<file path="src/rtl/cmaf_pkg.sv">
// ----------------------------------------------------------------------------
// cmaf_pkg: shared types and constants of the centred moving-average filter
// Widths of the sample path, history depth, job record passed from the
// front end to the back end, and configuration register indexes.
// ----------------------------------------------------------------------------
`default_nettype none

package cmaf_pkg;

   localparam int SAMPLE_BITS    = 16;
   localparam int INDEX_BITS     = 16;
   localparam int HW_BITS        = 4;
   localparam int MAX_HALF       = 15;
   localparam int HIST_DEPTH     = 2 * MAX_HALF + 1;
   localparam int SLOT_BITS      = $clog2(HIST_DEPTH);
   localparam int SUM_BITS       = 21;
   localparam int QUEUE_DEPTH    = 4;
   localparam int QPTR_BITS      = $clog2(QUEUE_DEPTH);
   localparam int QCOUNT_BITS    = QPTR_BITS + 1;
   localparam int CSR_INDEX_BITS = 2;

   localparam logic [CSR_INDEX_BITS-1:0] CSR_FRAME_LENGTH = 2'd0;
   localparam logic [CSR_INDEX_BITS-1:0] CSR_HALF_WIDTH   = 2'd1;

   // One accepted sample as seen by the back end.
   typedef struct packed {
      logic                        emit;      // sample releases results
      logic                        interior;  // first result is a window mean
      logic                        eof;       // run closes the frame
      logic [SLOT_BITS-1:0]        slot;      // history slot of first index
      logic [HW_BITS-1:0]          cnt_m1;    // results in the run, minus one
      logic signed [SUM_BITS-1:0]  sum;       // window sum after this sample
   } job_type;

endpackage

`default_nettype wire

</file>
<file path="src/rtl/cmaf_ram.sv">
// ----------------------------------------------------------------------------
// cmaf_ram: generic RAM, one write port, two registered read ports
// Reads return the contents before a write to the same address in the cycle.
// ----------------------------------------------------------------------------
`default_nettype none

module cmaf_ram #(
   parameter int WIDTH = 16,
   parameter int DEPTH = 31,
   localparam int ADDR_BITS = $clog2(DEPTH)
) (
   input  logic                 clock,
   input  logic                 wr_en,
   input  logic [ADDR_BITS-1:0] wr_addr,
   input  logic [WIDTH-1:0]     wr_data,
   input  logic                 rd_a_en,
   input  logic [ADDR_BITS-1:0] rd_a_addr,
   output logic [WIDTH-1:0]     rd_a_data,
   input  logic                 rd_b_en,
   input  logic [ADDR_BITS-1:0] rd_b_addr,
   output logic [WIDTH-1:0]     rd_b_data
);

   logic [WIDTH-1:0] mem_ff [DEPTH];
   logic [WIDTH-1:0] rd_a_data_ff;
   logic [WIDTH-1:0] rd_b_data_ff;

   always_ff @(posedge clock) begin
      if (wr_en) begin
         mem_ff[wr_addr] <= wr_data;
      end
      if (rd_a_en) begin
         rd_a_data_ff <= mem_ff[rd_a_addr];
      end
      if (rd_b_en) begin
         rd_b_data_ff <= mem_ff[rd_b_addr];
      end
   end

   assign rd_a_data = rd_a_data_ff;
   assign rd_b_data = rd_b_data_ff;

endmodule

`default_nettype wire

</file>
<file path="src/rtl/cmaf_front.sv">
// ----------------------------------------------------------------------------
// cmaf_front: sample intake, running window sum and job classification
// Stage A takes a sample, stores it and fetches the sample leaving the
// window; stage B updates the window sum and pushes one job per sample.
// ----------------------------------------------------------------------------
`default_nettype none

module cmaf_front (
   input  logic                                    clock,
   input  logic                                    reset,
   input  logic                                    req_valid,
   output logic                                    req_stall,
   input  logic signed [cmaf_pkg::SAMPLE_BITS-1:0] req_sample,
   input  logic [cmaf_pkg::INDEX_BITS-1:0]         frame_length,
   input  logic [cmaf_pkg::HW_BITS-1:0]            half_width,
   input  logic                                    restart,
   input  logic [cmaf_pkg::QCOUNT_BITS-1:0]        q_count,
   output logic                                    hist_wr_en,
   output logic [cmaf_pkg::SLOT_BITS-1:0]          hist_wr_addr,
   output logic [cmaf_pkg::SAMPLE_BITS-1:0]        hist_wr_data,
   output logic                                    hist_rd_en,
   output logic [cmaf_pkg::SLOT_BITS-1:0]          hist_rd_addr,
   input  logic [cmaf_pkg::SAMPLE_BITS-1:0]        hist_rd_data,
   output logic                                    job_push,
   output cmaf_pkg::job_type                       job
);

   import cmaf_pkg::*;

   localparam int IDX1_BITS = INDEX_BITS + 1;
   localparam int TAP_BITS  = HW_BITS + 1;

   logic [INDEX_BITS-1:0]      count_ff, count_in;
   logic [SLOT_BITS-1:0]       wptr_ff, wptr_in;
   logic signed [SUM_BITS-1:0] sum_ff, sum_in;
   logic                       b_valid_ff, b_valid_in;
   logic signed [SAMPLE_BITS-1:0] b_x_ff;
   logic                       b_sub_ff;
   logic                       b_last_ff;
   job_type                    b_job_ff;

   logic                       accept;
   logic [IDX1_BITS-1:0]       n_plus;
   logic                       last;
   logic                       hw_reached;
   logic [TAP_BITS-1:0]        taps;
   logic                       sub;
   logic [HW_BITS-1:0]         off;
   logic [INDEX_BITS-1:0]      jstart;
   logic                       interior;
   logic [SLOT_BITS-1:0]       slot;
   logic [SLOT_BITS-1:0]       sub_addr;
   job_type                    a_job;
   logic signed [SUM_BITS-1:0] leaving;
   logic signed [SUM_BITS-1:0] sum_new;

   assign req_stall = (q_count + QCOUNT_BITS'(b_valid_ff)) >= QCOUNT_BITS'(QUEUE_DEPTH);
   assign accept    = req_valid && !req_stall;

   // classify the incoming sample
   always_comb begin
      n_plus     = {1'b0, count_ff} + IDX1_BITS'(1);
      last       = n_plus >= {1'b0, frame_length};
      hw_reached = count_ff >= INDEX_BITS'(half_width);
      taps       = {half_width, 1'b1};
      sub        = count_ff >= INDEX_BITS'(taps);
      off        = hw_reached ? half_width : count_ff[HW_BITS-1:0];
      jstart     = count_ff - INDEX_BITS'(off);
      interior   = (jstart >= INDEX_BITS'(half_width)) &&
                   (({1'b0, jstart} + IDX1_BITS'(half_width) + IDX1_BITS'(1))
                    <= {1'b0, frame_length});

      if (wptr_ff >= SLOT_BITS'(off)) begin
         slot = wptr_ff - SLOT_BITS'(off);
      end else begin
         slot = wptr_ff + SLOT_BITS'(HIST_DEPTH) - SLOT_BITS'(off);
      end
      if (wptr_ff >= SLOT_BITS'(taps)) begin
         sub_addr = wptr_ff - SLOT_BITS'(taps);
      end else begin
         sub_addr = wptr_ff + SLOT_BITS'(HIST_DEPTH) - SLOT_BITS'(taps);
      end

      a_job          = '0;
      a_job.emit     = last || hw_reached;
      a_job.interior = interior;
      a_job.eof      = last;
      a_job.slot     = slot;
      a_job.cnt_m1   = last ? off : '0;
   end

   // window sum update in stage B
   always_comb begin
      leaving = b_sub_ff ? SUM_BITS'($signed(hist_rd_data)) : '0;
      sum_new = sum_ff + SUM_BITS'(b_x_ff) - leaving;
      job     = b_job_ff;
      job.sum = sum_new;
   end

   assign job_push     = b_valid_ff;
   assign hist_wr_en   = accept;
   assign hist_wr_addr = wptr_ff;
   assign hist_wr_data = req_sample;
   assign hist_rd_en   = accept;
   assign hist_rd_addr = sub_addr;

   always_comb begin
      count_in   = count_ff;
      wptr_in    = wptr_ff;
      sum_in     = sum_ff;
      b_valid_in = accept;
      if (accept) begin
         count_in = last ? '0 : n_plus[INDEX_BITS-1:0];
         wptr_in  = (wptr_ff == SLOT_BITS'(HIST_DEPTH - 1)) ? '0 : wptr_ff + SLOT_BITS'(1);
      end
      if (b_valid_ff) begin
         sum_in = b_last_ff ? '0 : sum_new;
      end
      if (restart) begin
         count_in = '0;
         sum_in   = '0;
      end
   end

   always_ff @(posedge clock) begin
      if (reset) begin
         count_ff   <= '0;
         wptr_ff    <= '0;
         sum_ff     <= '0;
         b_valid_ff <= 1'b0;
      end else begin
         count_ff   <= count_in;
         wptr_ff    <= wptr_in;
         sum_ff     <= sum_in;
         b_valid_ff <= b_valid_in;
      end
   end

   always_ff @(posedge clock) begin
      if (accept) begin
         b_x_ff    <= req_sample;
         b_sub_ff  <= sub;
         b_last_ff <= last;
         b_job_ff  <= a_job;
      end
   end

endmodule

`default_nettype wire

</file>
<file path="src/rtl/cmaf_queue.sv">
// ----------------------------------------------------------------------------
// cmaf_queue: short job queue between front end and back end
// First-in first-out register queue; the producer never pushes when full.
// ----------------------------------------------------------------------------
`default_nettype none

module cmaf_queue (
   input  logic                             clock,
   input  logic                             reset,
   input  logic                             push,
   input  cmaf_pkg::job_type                push_job,
   input  logic                             pop,
   output logic                             head_valid,
   output cmaf_pkg::job_type                head_job,
   output logic [cmaf_pkg::QCOUNT_BITS-1:0] count
);

   import cmaf_pkg::*;

   job_type                mem_ff [QUEUE_DEPTH];
   logic [QPTR_BITS-1:0]   wr_ptr_ff, wr_ptr_in;
   logic [QPTR_BITS-1:0]   rd_ptr_ff, rd_ptr_in;
   logic [QCOUNT_BITS-1:0] count_ff, count_in;

   always_comb begin
      wr_ptr_in = push ? wr_ptr_ff + QPTR_BITS'(1) : wr_ptr_ff;
      rd_ptr_in = pop  ? rd_ptr_ff + QPTR_BITS'(1) : rd_ptr_ff;
      count_in  = count_ff + QCOUNT_BITS'(push) - QCOUNT_BITS'(pop);
   end

   always_ff @(posedge clock) begin
      if (reset) begin
         wr_ptr_ff <= '0;
         rd_ptr_ff <= '0;
         count_ff  <= '0;
      end else begin
         wr_ptr_ff <= wr_ptr_in;
         rd_ptr_ff <= rd_ptr_in;
         count_ff  <= count_in;
      end
   end

   always_ff @(posedge clock) begin
      if (push) begin
         mem_ff[wr_ptr_ff] <= push_job;
      end
   end

   assign head_valid = count_ff != '0;
   assign head_job   = mem_ff[rd_ptr_ff];
   assign count      = count_ff;

endmodule

`default_nettype wire

</file>
<file path="src/rtl/cmaf_back.sv">
// ----------------------------------------------------------------------------
// cmaf_back: result sequencer, divider and output register
// Issues one result a clock from the head job unless the output stalls,
// divides the window sum by tap count via reciprocal multiply, registers it.
// ----------------------------------------------------------------------------
`default_nettype none

module cmaf_back (
   input  logic                                     clock,
   input  logic                                     reset,
   input  logic [cmaf_pkg::HW_BITS-1:0]             half_width,
   input  logic                                     head_valid,
   input  cmaf_pkg::job_type                        head_job,
   output logic                                     pop,
   output logic                                     hist_rd_en,
   output logic [cmaf_pkg::SLOT_BITS-1:0]           hist_rd_addr,
   input  logic [cmaf_pkg::SAMPLE_BITS-1:0]         hist_rd_data,
   output logic                                     rsp_valid,
   input  logic                                     rsp_stall,
   output logic signed [cmaf_pkg::SAMPLE_BITS-1:0]  rsp_filtered,
   output logic                                     rsp_last_of_run,
   output logic                                     rsp_end_of_frame
);

   import cmaf_pkg::*;

   localparam int MAG_BITS    = SUM_BITS - 1;
   localparam int RECIP_SHIFT = 26;
   localparam int RECIP_BITS  = RECIP_SHIFT + 1;
   localparam int PROD_BITS   = MAG_BITS + RECIP_BITS;
   localparam int ADDR6_BITS  = SLOT_BITS + 1;

   // ceil(2^26 / (2*hw+1)); exact quotient for every window sum magnitude
   localparam logic [RECIP_BITS-1:0] RECIP_TABLE [16] = '{
      27'd67108864, 27'd22369622, 27'd13421773, 27'd9586981,
      27'd7456541,  27'd6100806,  27'd5162221,  27'd4473925,
      27'd3947581,  27'd3532046,  27'd3195661,  27'd2917777,
      27'd2684355,  27'd2485514,  27'd2314099,  27'd2164803
   };

   logic [HW_BITS-1:0]         k_ff, k_in;
   logic                       s1_valid_ff, s1_valid_in;
   logic                       s1_div_ff, s1_neg_ff, s1_last_ff, s1_eof_ff;
   logic [MAG_BITS-1:0]        s1_mag_ff;
   logic                       s2_valid_ff, s2_valid_in;
   logic                       s2_div_ff, s2_neg_ff, s2_last_ff, s2_eof_ff;
   logic [PROD_BITS-1:0]       s2_prod_ff;
   logic [SAMPLE_BITS-1:0]     s2_hist_ff;
   logic                       out_valid_ff, out_valid_in;
   logic [SAMPLE_BITS-1:0]     out_value_ff, out_value_in;
   logic                       out_last_ff, out_eof_ff;

   logic                       advance;
   logic                       issue;
   logic                       run_end;
   logic [ADDR6_BITS-1:0]      addr_sum;
   logic signed [SUM_BITS-1:0] mag_full;
   logic [PROD_BITS-1:0]       prod_in;
   logic [SAMPLE_BITS-1:0]     quo;

   // whole pipeline moves whenever the output register can take a value
   assign advance = !out_valid_ff || !rsp_stall;
   assign issue   = advance && head_valid;
   assign run_end = !head_job.emit || (k_ff == head_job.cnt_m1);
   assign pop     = issue && run_end;

   always_comb begin
      addr_sum = {1'b0, head_job.slot} + ADDR6_BITS'(k_ff);
      if (addr_sum >= ADDR6_BITS'(HIST_DEPTH)) begin
         addr_sum = addr_sum - ADDR6_BITS'(HIST_DEPTH);
      end
      hist_rd_addr = addr_sum[SLOT_BITS-1:0];
      hist_rd_en   = advance;

      mag_full = head_job.sum[SUM_BITS-1] ? -head_job.sum : head_job.sum;

      k_in = k_ff;
      if (issue) begin
         k_in = run_end ? '0 : k_ff + HW_BITS'(1);
      end

      s1_valid_in  = issue && head_job.emit;
      s2_valid_in  = s1_valid_ff;
      out_valid_in = s2_valid_ff;

      prod_in = PROD_BITS'(s1_mag_ff) * PROD_BITS'(RECIP_TABLE[half_width]);

      quo          = s2_prod_ff[RECIP_SHIFT +: SAMPLE_BITS];
      out_value_in = s2_hist_ff;
      if (s2_div_ff) begin
         out_value_in = s2_neg_ff ? -quo : quo;
      end
   end

   always_ff @(posedge clock) begin
      if (reset) begin
         k_ff         <= '0;
         s1_valid_ff  <= 1'b0;
         s2_valid_ff  <= 1'b0;
         out_valid_ff <= 1'b0;
      end else begin
         k_ff <= k_in;
         if (advance) begin
            s1_valid_ff  <= s1_valid_in;
            s2_valid_ff  <= s2_valid_in;
            out_valid_ff <= out_valid_in;
         end
      end
   end

   always_ff @(posedge clock) begin
      if (advance) begin
         s1_div_ff    <= (k_ff == '0) && head_job.interior;
         s1_neg_ff    <= head_job.sum[SUM_BITS-1];
         s1_mag_ff    <= mag_full[MAG_BITS-1:0];
         s1_last_ff   <= run_end;
         s1_eof_ff    <= head_job.eof && run_end;
         s2_div_ff    <= s1_div_ff;
         s2_neg_ff    <= s1_neg_ff;
         s2_last_ff   <= s1_last_ff;
         s2_eof_ff    <= s1_eof_ff;
         s2_prod_ff   <= prod_in;
         s2_hist_ff   <= hist_rd_data;
         out_value_ff <= out_value_in;
         out_last_ff  <= s2_last_ff;
         out_eof_ff   <= s2_eof_ff;
      end
   end

   assign rsp_valid        = out_valid_ff;
   assign rsp_filtered     = out_value_ff;
   assign rsp_last_of_run  = out_last_ff;
   assign rsp_end_of_frame = out_eof_ff;

endmodule

`default_nettype wire

</file>
<file path="src/rtl/centered_moving_average_filter.sv">
// ----------------------------------------------------------------------------
// centered_moving_average_filter: centred boxcar smoother for Q4.12 frames
// Top level: configuration registers, history RAM, front end, job queue and
// back end.
// ----------------------------------------------------------------------------
// Smooths frames of signed Q4.12 samples with a centred window of
// 2*half_width+1 taps; samples within half_width of either frame edge pass
// through unchanged, interior samples become the window mean truncated
// toward zero. The result for index i leaves once sample i+half_width has
// been taken, and the frame's last sample also releases the trailing edge
// samples, so that sample causes min(index, half_width)+1 results. A sample
// is taken in any clock in which the four-entry job queue has room; while
// the receiver does not stall, the back end issues one result per clock, so
// within a frame the block sustains one sample per clock, and at the end of
// a frame the back end also issues the trailing edge results. The history
// RAM needs no clearing pass: only samples of the current frame are ever
// read. Writing either configuration register aborts the frame in progress;
// write only while the block is idle.
// ----------------------------------------------------------------------------
`default_nettype none

module centered_moving_average_filter (
   input  logic                                    clock,
   input  logic                                    reset,
   input  logic                                    req_valid,
   output logic                                    req_stall,
   input  logic signed [cmaf_pkg::SAMPLE_BITS-1:0] req_sample,
   output logic                                    rsp_valid,
   input  logic                                    rsp_stall,
   output logic signed [cmaf_pkg::SAMPLE_BITS-1:0] rsp_filtered,
   output logic                                    rsp_last_of_run,
   output logic                                    rsp_end_of_frame,
   input  logic                                    csr_write_enable,
   input  logic [cmaf_pkg::CSR_INDEX_BITS-1:0]     csr_index,
   input  logic [cmaf_pkg::INDEX_BITS-1:0]         csr_write_data
);

   import cmaf_pkg::*;

   // configuration registers
   logic [INDEX_BITS-1:0]  frame_length_ff, frame_length_in;
   logic [HW_BITS-1:0]     half_width_ff, half_width_in;
   logic                   restart;

   // history RAM ports
   logic                   hist_wr_en;
   logic [SLOT_BITS-1:0]   hist_wr_addr;
   logic [SAMPLE_BITS-1:0] hist_wr_data;
   logic                   hist_a_en;
   logic [SLOT_BITS-1:0]   hist_a_addr;
   logic [SAMPLE_BITS-1:0] hist_a_data;
   logic                   hist_b_en;
   logic [SLOT_BITS-1:0]   hist_b_addr;
   logic [SAMPLE_BITS-1:0] hist_b_data;

   // job queue
   logic                   q_push;
   job_type                q_push_job;
   logic                   q_pop;
   logic                   q_head_valid;
   job_type                q_head_job;
   logic [QCOUNT_BITS-1:0] q_count;

   // Take a register write at once; either register restarts the frame.
   always_comb begin
      frame_length_in = frame_length_ff;
      half_width_in   = half_width_ff;
      restart         = 1'b0;
      if (csr_write_enable) begin
         case (csr_index)
            CSR_FRAME_LENGTH: begin
               frame_length_in = csr_write_data;
               restart         = 1'b1;
            end
            CSR_HALF_WIDTH: begin
               half_width_in = csr_write_data[HW_BITS-1:0];
               restart       = 1'b1;
            end
            default: begin
               // drop writes to unused indexes
            end
         endcase
      end
   end

   always_ff @(posedge clock) begin
      if (reset) begin
         frame_length_ff <= INDEX_BITS'(1024);
         half_width_ff   <= HW_BITS'(1);
      end else begin
         frame_length_ff <= frame_length_in;
         half_width_ff   <= half_width_in;
      end
   end

   // Port A serves the sample leaving the window, port B the edge samples.
   cmaf_ram #(
      .WIDTH (SAMPLE_BITS),
      .DEPTH (HIST_DEPTH)
   ) u_hist (
      .clock     (clock),
      .wr_en     (hist_wr_en),
      .wr_addr   (hist_wr_addr),
      .wr_data   (hist_wr_data),
      .rd_a_en   (hist_a_en),
      .rd_a_addr (hist_a_addr),
      .rd_a_data (hist_a_data),
      .rd_b_en   (hist_b_en),
      .rd_b_addr (hist_b_addr),
      .rd_b_data (hist_b_data)
   );

   // Front end: one job per sample, including samples that release nothing,
   // so the queue also bounds how far the writer runs ahead of the reader.
   cmaf_front u_front (
      .clock        (clock),
      .reset        (reset),
      .req_valid    (req_valid),
      .req_stall    (req_stall),
      .req_sample   (req_sample),
      .frame_length (frame_length_ff),
      .half_width   (half_width_ff),
      .restart      (restart),
      .q_count      (q_count),
      .hist_wr_en   (hist_wr_en),
      .hist_wr_addr (hist_wr_addr),
      .hist_wr_data (hist_wr_data),
      .hist_rd_en   (hist_a_en),
      .hist_rd_addr (hist_a_addr),
      .hist_rd_data (hist_a_data),
      .job_push     (q_push),
      .job          (q_push_job)
   );

   cmaf_queue u_queue (
      .clock      (clock),
      .reset      (reset),
      .push       (q_push),
      .push_job   (q_push_job),
      .pop        (q_pop),
      .head_valid (q_head_valid),
      .head_job   (q_head_job),
      .count      (q_count)
   );

   // Back end: hold the output register while the receiver stalls.
   cmaf_back u_back (
      .clock            (clock),
      .reset            (reset),
      .half_width       (half_width_ff),
      .head_valid       (q_head_valid),
      .head_job         (q_head_job),
      .pop              (q_pop),
      .hist_rd_en       (hist_b_en),
      .hist_rd_addr     (hist_b_addr),
      .hist_rd_data     (hist_b_data),
      .rsp_valid        (rsp_valid),
      .rsp_stall        (rsp_stall),
      .rsp_filtered     (rsp_filtered),
      .rsp_last_of_run  (rsp_last_of_run),
      .rsp_end_of_frame (rsp_end_of_frame)
   );

`ifndef SYNTHESIS
   a_queue_no_overflow: assert property (@(posedge clock) disable iff (reset)
      q_push |-> (q_count != QCOUNT_BITS'(QUEUE_DEPTH)))
      else $error("job pushed into a full queue");

   a_queue_no_underflow: assert property (@(posedge clock) disable iff (reset)
      q_pop |-> (q_count != '0))
      else $error("job popped from an empty queue");

   // A mid-frame window mean stands alone; only the closing sample adds edges.
   a_interior_single: assert property (@(posedge clock) disable iff (reset)
      (q_push && q_push_job.interior && q_push_job.emit && !q_push_job.eof)
      |-> (q_push_job.cnt_m1 == '0))
      else $error("window mean job with more than one result");

   a_eof_closes_run: assert property (@(posedge clock) disable iff (reset)
      (rsp_valid && rsp_end_of_frame) |-> rsp_last_of_run)
      else $error("frame end not on the final transfer of a run");
`endif

endmodule

`default_nettype wire
</file>
<file path="config.mk">
export PLATFORM = sky130hd
export DESIGN_NAME = centered_moving_average_filter
export DESIGN_NICKNAME = d
export VERILOG_FILES = /design/src/rtl/cmaf_pkg.sv /design/src/rtl/cmaf_ram.sv /design/src/rtl/cmaf_front.sv /design/src/rtl/cmaf_queue.sv /design/src/rtl/cmaf_back.sv /design/src/rtl/centered_moving_average_filter.sv
export SDC_FILE = /design/constraint.sdc
export NUM_CORES = 2
export LEC_CHECK = 0
export ABC_AREA = 1
export BUFFER_PORTS_ARGS = -buffer_cell sky130_fd_sc_hd__buf_2
export CAP_MARGIN = 30
export CORE_ASPECT_RATIO = 1.4
export CORE_MARGIN = 4
export CORE_UTILIZATION = 55
export CTS_CLUSTER_SIZE = 8
export DETAILED_ROUTE_END_ITERATION = 8
export PLACE_DENSITY_LB_ADDON = 0.25
export SLEW_MARGIN = 20
export SYNTH_ARGS = -nofsm -noshare
export SYNTH_HDL_FRONTEND = slang
export SYNTH_SLANG_ARGS = --single-unit
</file>
<file path="constraint.sdc">
create_clock -name clock -period 18.65 [get_ports clock]
set_input_delay 0.9325 -clock clock [delete_from_list [all_inputs] [get_ports clock]]
set_output_delay 0.9325 -clock clock [all_outputs]
set_load 0.01 [all_outputs]
</file>
# ---- Word level (Yosys, flattened, before mapping)
# Memories as Yosys holds them, arrays and structs flattened. A register that Yosys moved wholly into a read port is not among the register bits.
# Index checks and enable logic that the tools add are counted.
dict set report word_totals {
  latch_bits 0
  wordCells 116
  ff_bits 210
  memories 3
  mem_bits_ro 432
  output_inout_bits 20
  ram_bits 628
}
dict set report op_classes {
  n_reduce_logical 21
  bitwise 1
  n_lt_le_gt_ge 10
  multipliers 1
  n_shift 0
  muxes 22
  add_sub_neg 21
  n_eq_ne 3
  n_div 0
}
# memory words word_bits rd rd_clocked_by_memory_dff write_ports line
set mem_list {}
lappend mem_list {u_hist.mem_ff 31 16 2 2 1 cmaf_ram.sv:24} ;# logic [WIDTH-1:0] mem_ff [DEPTH];
lappend mem_list {{(no name shown)} 16 27 1 0 0 cmaf_back.sv:86} ;# prod_in = PROD_BITS'(s1_mag_ff) * PROD_BITS'(RECIP_TABLE[half_width]);
lappend mem_list {u_queue.mem_ff 4 33 1 1 1 cmaf_queue.sv:20} ;# job_type mem_ff [QUEUE_DEPTH];
# operator n
set op_table {}
lappend op_table {{two-way mux 27 bit} 2}
lappend op_table {{two-way mux 16 bit} 3}
lappend op_table {{multiplier 20 x 27 -> 42 bit} 1}
lappend op_table {{two-way mux 21 bit} 2}
lappend op_table {{>= comparator 16 x 4 -> 1 bit} 2}
lappend op_table {{adder 21 x 16 -> 21 bit} 1}
lappend op_table {{subtractor 21 bit} 1}
lappend op_table {{two-way mux 20 bit} 1}
lappend op_table {{two-way mux 5 bit} 4}
lappend op_table {{negation 20 bit} 1}
lappend op_table {{adder 16 x 1 -> 17 bit (second input constant)} 1}
lappend op_table {{adder 16 x 4 -> 17 bit} 1}
lappend op_table {{adder 17 x 1 -> 17 bit (second input constant)} 1}
lappend op_table {{>= comparator 17 x 16 -> 1 bit} 1}
lappend op_table {{<= comparator 17 x 16 -> 1 bit} 1}
lappend op_table {{>= comparator 16 x 5 -> 1 bit} 1}
lappend op_table {{negation 16 bit} 1}
lappend op_table {{subtractor 16 x 4 -> 16 bit} 1}
lappend op_table {{subtractor 5 x 4 -> 5 bit} 2}
lappend op_table {{subtractor 5 bit} 2}
lappend op_table {{two-way mux 4 bit} 2}
lappend op_table {{logical AND 1 bit} 7}
lappend op_table {{adder 5 x 4 -> 6 bit} 1}
lappend op_table {{>= comparator 6 x 5 -> 1 bit (second input constant)} 1}
lappend op_table {{24 further kinds} 38}

# ---- Logic depth before layout (Yosys ltp)
dict set report logic_depth {
  word_depth 7
  ltp_mapped 40
}

# ---- Modules after synthesis
# From an unflattened synthesis, not the netlist that was laid out.
dict set report unflattened {
  cells_unflattened 7020
  hier_area_um2 60843.4
}
# mod cells_per_inst n_inst seq_area_each_um2 area_each_um2
set modules_own_cells {}
lappend modules_own_cells {cmaf_ram 2894 1 15855.2 26250.2}
lappend modules_own_cells {cmaf_back 2489 1 2482.4 20520.9}
lappend modules_own_cells {cmaf_front 1094 1 1731.7 7729.9}
lappend modules_own_cells {cmaf_queue 411 1 4144.0 5452.7}
lappend modules_own_cells {centered_moving_average_filter 132 1 400.4 889.6}

# ---- Worst setup path before layout
# No wires, ideal clock.
dict set report synth_timing {
  kind {register to register}
  startpoint {register half_width_ff[0]}
  endpoint {register u_back.s2_prod_ff[41], data pin}
  period_less_slack_ns 7.542
  setup_ns 0.268
  arrival_time_ns 7.274
  path_slack_ns 11.108
  path_buffers 2
  stages_incl_launch_ff 33
  path_cell_list {dfxtp_1 clkbuf_1 inv_1 ha_1 nor2_1 inv_1 nand2_1 nand2_1 o221ai_1 inv_1 clkbuf_1 nand2_1 fa_1 inv_1 fa_1 inv_1 fa_1 inv_1 fa_1 fa_1 fa_1 inv_1 fa_1 inv_1 ha_1 a21oi_1 o21ai_0 nand2_1 nand3b_1 a221oi_1 nand3_1 a211oi_1 xor2_1}
}
dict set report synth_between {
  elab_chain_len 5
}
# element line
set synth_lines {}
lappend synth_lines {{from (decl)} centered_moving_average_filter.sv:42} ;# logic [HW_BITS-1:0] half_width_ff, half_width_in;
lappend synth_lines {{from (signal assigned)} centered_moving_average_filter.sv:92} ;# half_width_ff <= half_width_in;
lappend synth_lines {{NOT 4 -> 5 bit (not written as such)} cmaf_back.sv:86}
lappend synth_lines {{memory read (16 x 27 bit)} n/a}
lappend synth_lines {{two-way mux 27 bit (not written as such) (2 in a row)} cmaf_back.sv:86}
lappend synth_lines {{multiplier 20 x 27 -> 42 bit} cmaf_back.sv:86}
lappend synth_lines {{via u_back.prod_in[41]} cmaf_back.sv:58} ;# logic [PROD_BITS-1:0] prod_in;
lappend synth_lines {{to (signal assigned)} cmaf_back.sv:122} ;# s2_prod_ff <= prod_in;
lappend synth_lines {{to (decl)} cmaf_back.sv:47} ;# logic [PROD_BITS-1:0] s2_prod_ff;
# The timed path passes the listed nets, and every way through them passes these cells. The select of a mux whose other input is x is not followed.
# A chain may end at the register's enable or synchronous reset.

# ---- Worst setup path in the final report
dict set report layout_timing {
  startpoint {register half_width_ff[2]}
  endpoint {register u_back.s2_prod_ff[40], data pin}
}
# The elaborated chain is that of the path after synthesis.

==> impl_metrics.ini <==
[worst_hold_path]
hp-start = u_hist.rd_b_data[13]$_DFFE_PP_
hold_end = u_back.s2_hist_ff[13]$_DFFE_PP_
hp-class = flop to flop
min_path_cells = 0

[floorplan]
core_area_um2 = 109000
start_util = 0.557
io_pins = 59
chipHeight_um = 401
die_x_um = 289
row_count = 143
die_area_um2 = 116000

[sta]
setup_violations = 0
tns_ns = 0
fin_skew_ns = 0.0958
rsz0062_at_grt = no
tightestPinTransition_ns = 1.06
max_freq_ghz = 0.108
report.final.slew_viol_count = 0
setup_slack_ns = 9.40
period_share = 0.496
hold_violations = 0
slew_headroom = 0.293
fin_crit_ns = 9.25

[critical_path]
critPathArrivalTime_ns = 9.72
cp-start-kind = flop
crit_chain = inv_1 -> nand3_1 -> clkinv_1 -> nor2_1 -> inv_1 -> nand2_1 -> fa_1 -> fa_1 -> fa_1 -> inv_1 -> fa_1 -> fa_1 -> fa_1 -> inv_1 -> fa_1 -> inv_1 -> ha_1 -> nand2_1 -> o21ai_0 -> a21oi_1 -> o2111ai_1 -> a21oi_1 -> o21ai_0 -> xor2_1
cp.required_ns = 19.12
r2r_cells = 24
worst_path_max_delay_cell = dfxtp_1
crit_start = half_width_ff[2]$_SDFFE_PP0P_
critPathMaxStageDelay_ns = 0.70
critPathMaxFanout = 19
rr_endpoint = u_back.s2_prod_ff[40]$_DFFE_PP_
worstSetupPathType = flop to flop
end_kind = flop
r2r_start = half_width_ff[2]$_SDFFE_PP0P_
worst_path_most_repeated_cell = fa_1
regToRegSetupSlack_ns = 9.40

[clock_tree]
cts_root_buf = clkbuf_16
clock-sinks = 846
cts_tree = yes
cts_hold_buf = 0
cts_setup_buffers = 0
clk_pin_slew_ns = 0.06
cts_buffers = 116
clock_latency_ns = 0.75
post_cts_resized = 0
clockBufferDepth = 3
h-tree-depth = 3

[yosys]
syn_inst = 6878
synth-xor-area-share = 0.0192
synth_top_family_by_area = simple AND/OR/NAND/NOR gates
ys_warn_count = 0
avgSynthCellArea_um2 = 8.82
synth-edff-count = 767
yosys.cell_types.count = 61
synthArstFlopShare = 0
synth_simple_gate_area_share = 0.212
synthFlopType = edfxtp_1
seq_area_frac_synth = 0.406
synth_compound_area_frac = 0.0660
synth_nets = 7614
synthesis.area_um2 = 60700
muxShareOfSynthArea = 0
yosys.area_share.adder = 0.199
ys_ff_latch = 846

[layout]
drive_gt1_frac = 0.0554
final_common_cell = nand2_1
fillCellCount = 9231
multi_input_area_um2 = 30300
final_cell_mix = 1,643 x nand2_1, 1,132 x inv_1, 838 x nand3_1, 767 x edfxtp_1, 444 x fa_1
syn_to_final_growth_pct = 8.16
final_nets = 7534
seq_area_um2 = 24600

[grt]
overflow = 0
grt_pass1_wl_mm = 279
first_global_vias = 49000
antenna_found_initial = 6
grt_usage = 0.315
grt_max_degree = 129

[detailed_routing]
ant_nets = 0
first_pass_iters = 7
viasPerCell = 5.84
vias = 48500
drc_errors = 0
drt-initial-drc-count = 4818
wl_per_cell_um = 22.0
routed_wl_mm = 183

[place]
hpwl_mm = 122
numPortBuffers = 58
gp_congestion = 0.933
place_ws_ns = 9.53

[job]
cap_violations = 0

[run_status]
status = completed
[metal layers]
| layer | vias up | GRT usage | routed length [um] |
|---|---|---|---|
| met3 | 707 | 0.0551 | 15900 |
| li1 | 22100 | - | - |
| met4 | 6 | 0.216 | 14700 |
| met5 | - | 0 | 27 |
| met2 | 2441 | 0.525 | 87700 |
| met1 | 23300 | 0.369 | 64200 |
[synth_stat cells, types with 5 or more instances]
| library cell | instances | area share |
|---|---|---|
| or2_2 | 9 | 0.00093 |
| nor4_1 | 12 | 0.0012 |
| and2_1 | 5 | 0.00052 |
| xor2_1 | 88 | 0.013 |
| nand4_1 | 33 | 0.0034 |
| ha_1 | 253 | 0.052 |
| clkbuf_1 | 152 | 0.0094 |
| nor3_1 | 23 | 0.0019 |
| nand3b_1 | 6 | 0.00074 |
| o21bai_1 | 6 | 0.00074 |
| buf_4 | 8 | 0.00099 |
| nand3_2 | 5 | 0.00083 |
| xnor2_1 | 41 | 0.0059 |
| a211oi_1 | 8 | 0.00099 |
| o21ai_1 | 9 | 0.00074 |
| nand3_1 | 838 | 0.069 |
| a32o_1 | 14 | 0.0023 |
| o22ai_1 | 11 | 0.0011 |
| nor2_1 | 441 | 0.027 |
| a31oi_1 | 8 | 0.00083 |
| inv_2 | 13 | 0.00080 |
| fa_1 | 444 | 0.15 |
| buf_2 | 145 | 0.012 |
| o211ai_1 | 212 | 0.026 |
| nand2_1 | 1649 | 0.10 |
| buf_1 | 34 | 0.0021 |
| o21ai_0 | 154 | 0.013 |
| buf_6 | 10 | 0.0019 |
| edfxtp_1 | 767 | 0.38 |
| nand2_2 | 14 | 0.0014 |
| dfxtp_1 | 79 | 0.026 |
| inv_1 | 1135 | 0.070 |
| clkinv_1 | 11 | 0.00068 |
| a21oi_1 | 181 | 0.015 |
[area by class of cell]
type | count | share of cell area
Multi-Input combinational cell | 4524 | 0.462
Sequential cell | 846 | 0.375
Inverter | 1159 | 0.0664
Clock buffer | 171 | 0.0474
Tap cell | 1450 | 0.0277
Timing Repair Buffer | 151 | 0.0178
Clock inverter | 8 | 0.00326
Antenna cell | 2 | 0.0000763
[registers in the layout, indices dropped and copies added, names as in the netlist, 5 cells and up, named ones only]
| signal | count |
|---|---|
| u_back.s2_hist_ff | 16 |
| u_back.s2_prod_ff | 16 |
| frame_length_ff | 16 |
| u_front.count_ff | 16 |
| u_hist.rd_a_data | 16 |
| u_queue.mem_ff | 132 |
| u_hist.mem_ff | 496 |
| u_front.hist_wr_addr | 5 |
| u_back.rsp_filtered | 16 |
| u_front.b_x_ff | 16 |
| u_back.s1_mag_ff | 20 |
| u_front.sum_ff | 21 |
| u_front.job | 11 |
| u_hist.rd_b_data | 16 |
[critical path: cells and delay by family (launching register included)]
family	cells	cell delay, ns
AOI/OAI and AO/OA	5	1.19
xor gates and xnor gates	1	0.09
adders and majority gates	8	3.86
buffers and inverters	6	1.54
DFF	1	0.70
and+or+nand+nor	4	1.62
[metrics by stage]
step | hold WS [ns] | cell area (um^2) | util | std cells
after floorplan | 0.400 | 60700 | - | 6878
after global placement | 0.403 | 62000 | 0.569 | 8112
after detailed placement | 0.405 | 62100 | 0.570 | 8124
after CTS | 0.335 | 65500 | 0.601 | 8303
after global routing | 0.341 | 65600 | 0.602 | 8311
final | 0.351 | 65600 | 0.602 | 8311
[worst max-delay path by stage]
stage                                            to  slack, ns  depth (start not counted)
floorplan           u_back.s2_prod_ff[41]$_DFFE_PP_      11.11                         32
global placement    u_back.s2_prod_ff[40]$_DFFE_PP_       9.80                         24
detailed placement  u_back.s2_prod_ff[40]$_DFFE_PP_       9.53                         24
CTS                 u_back.s2_prod_ff[40]$_DFFE_PP_       9.50                         24
global route        u_back.s2_prod_ff[40]$_DFFE_PP_       8.99                         24
finish              u_back.s2_prod_ff[40]$_DFFE_PP_       9.40                         24
[logic make-up after synthesis]
kind of cell             after synthesis
AND/OR/NAND/NOR                     3055
AO/OA/AOI/OAI                        641
buffers and inverters               1508
adder cells (fa/ha/maj)              697
XOR/XNOR                             131
flip-flops                           846
Power is not shown: default switching activity piles up to over one toggle a cycle in this logic, so the estimate is an artifact.
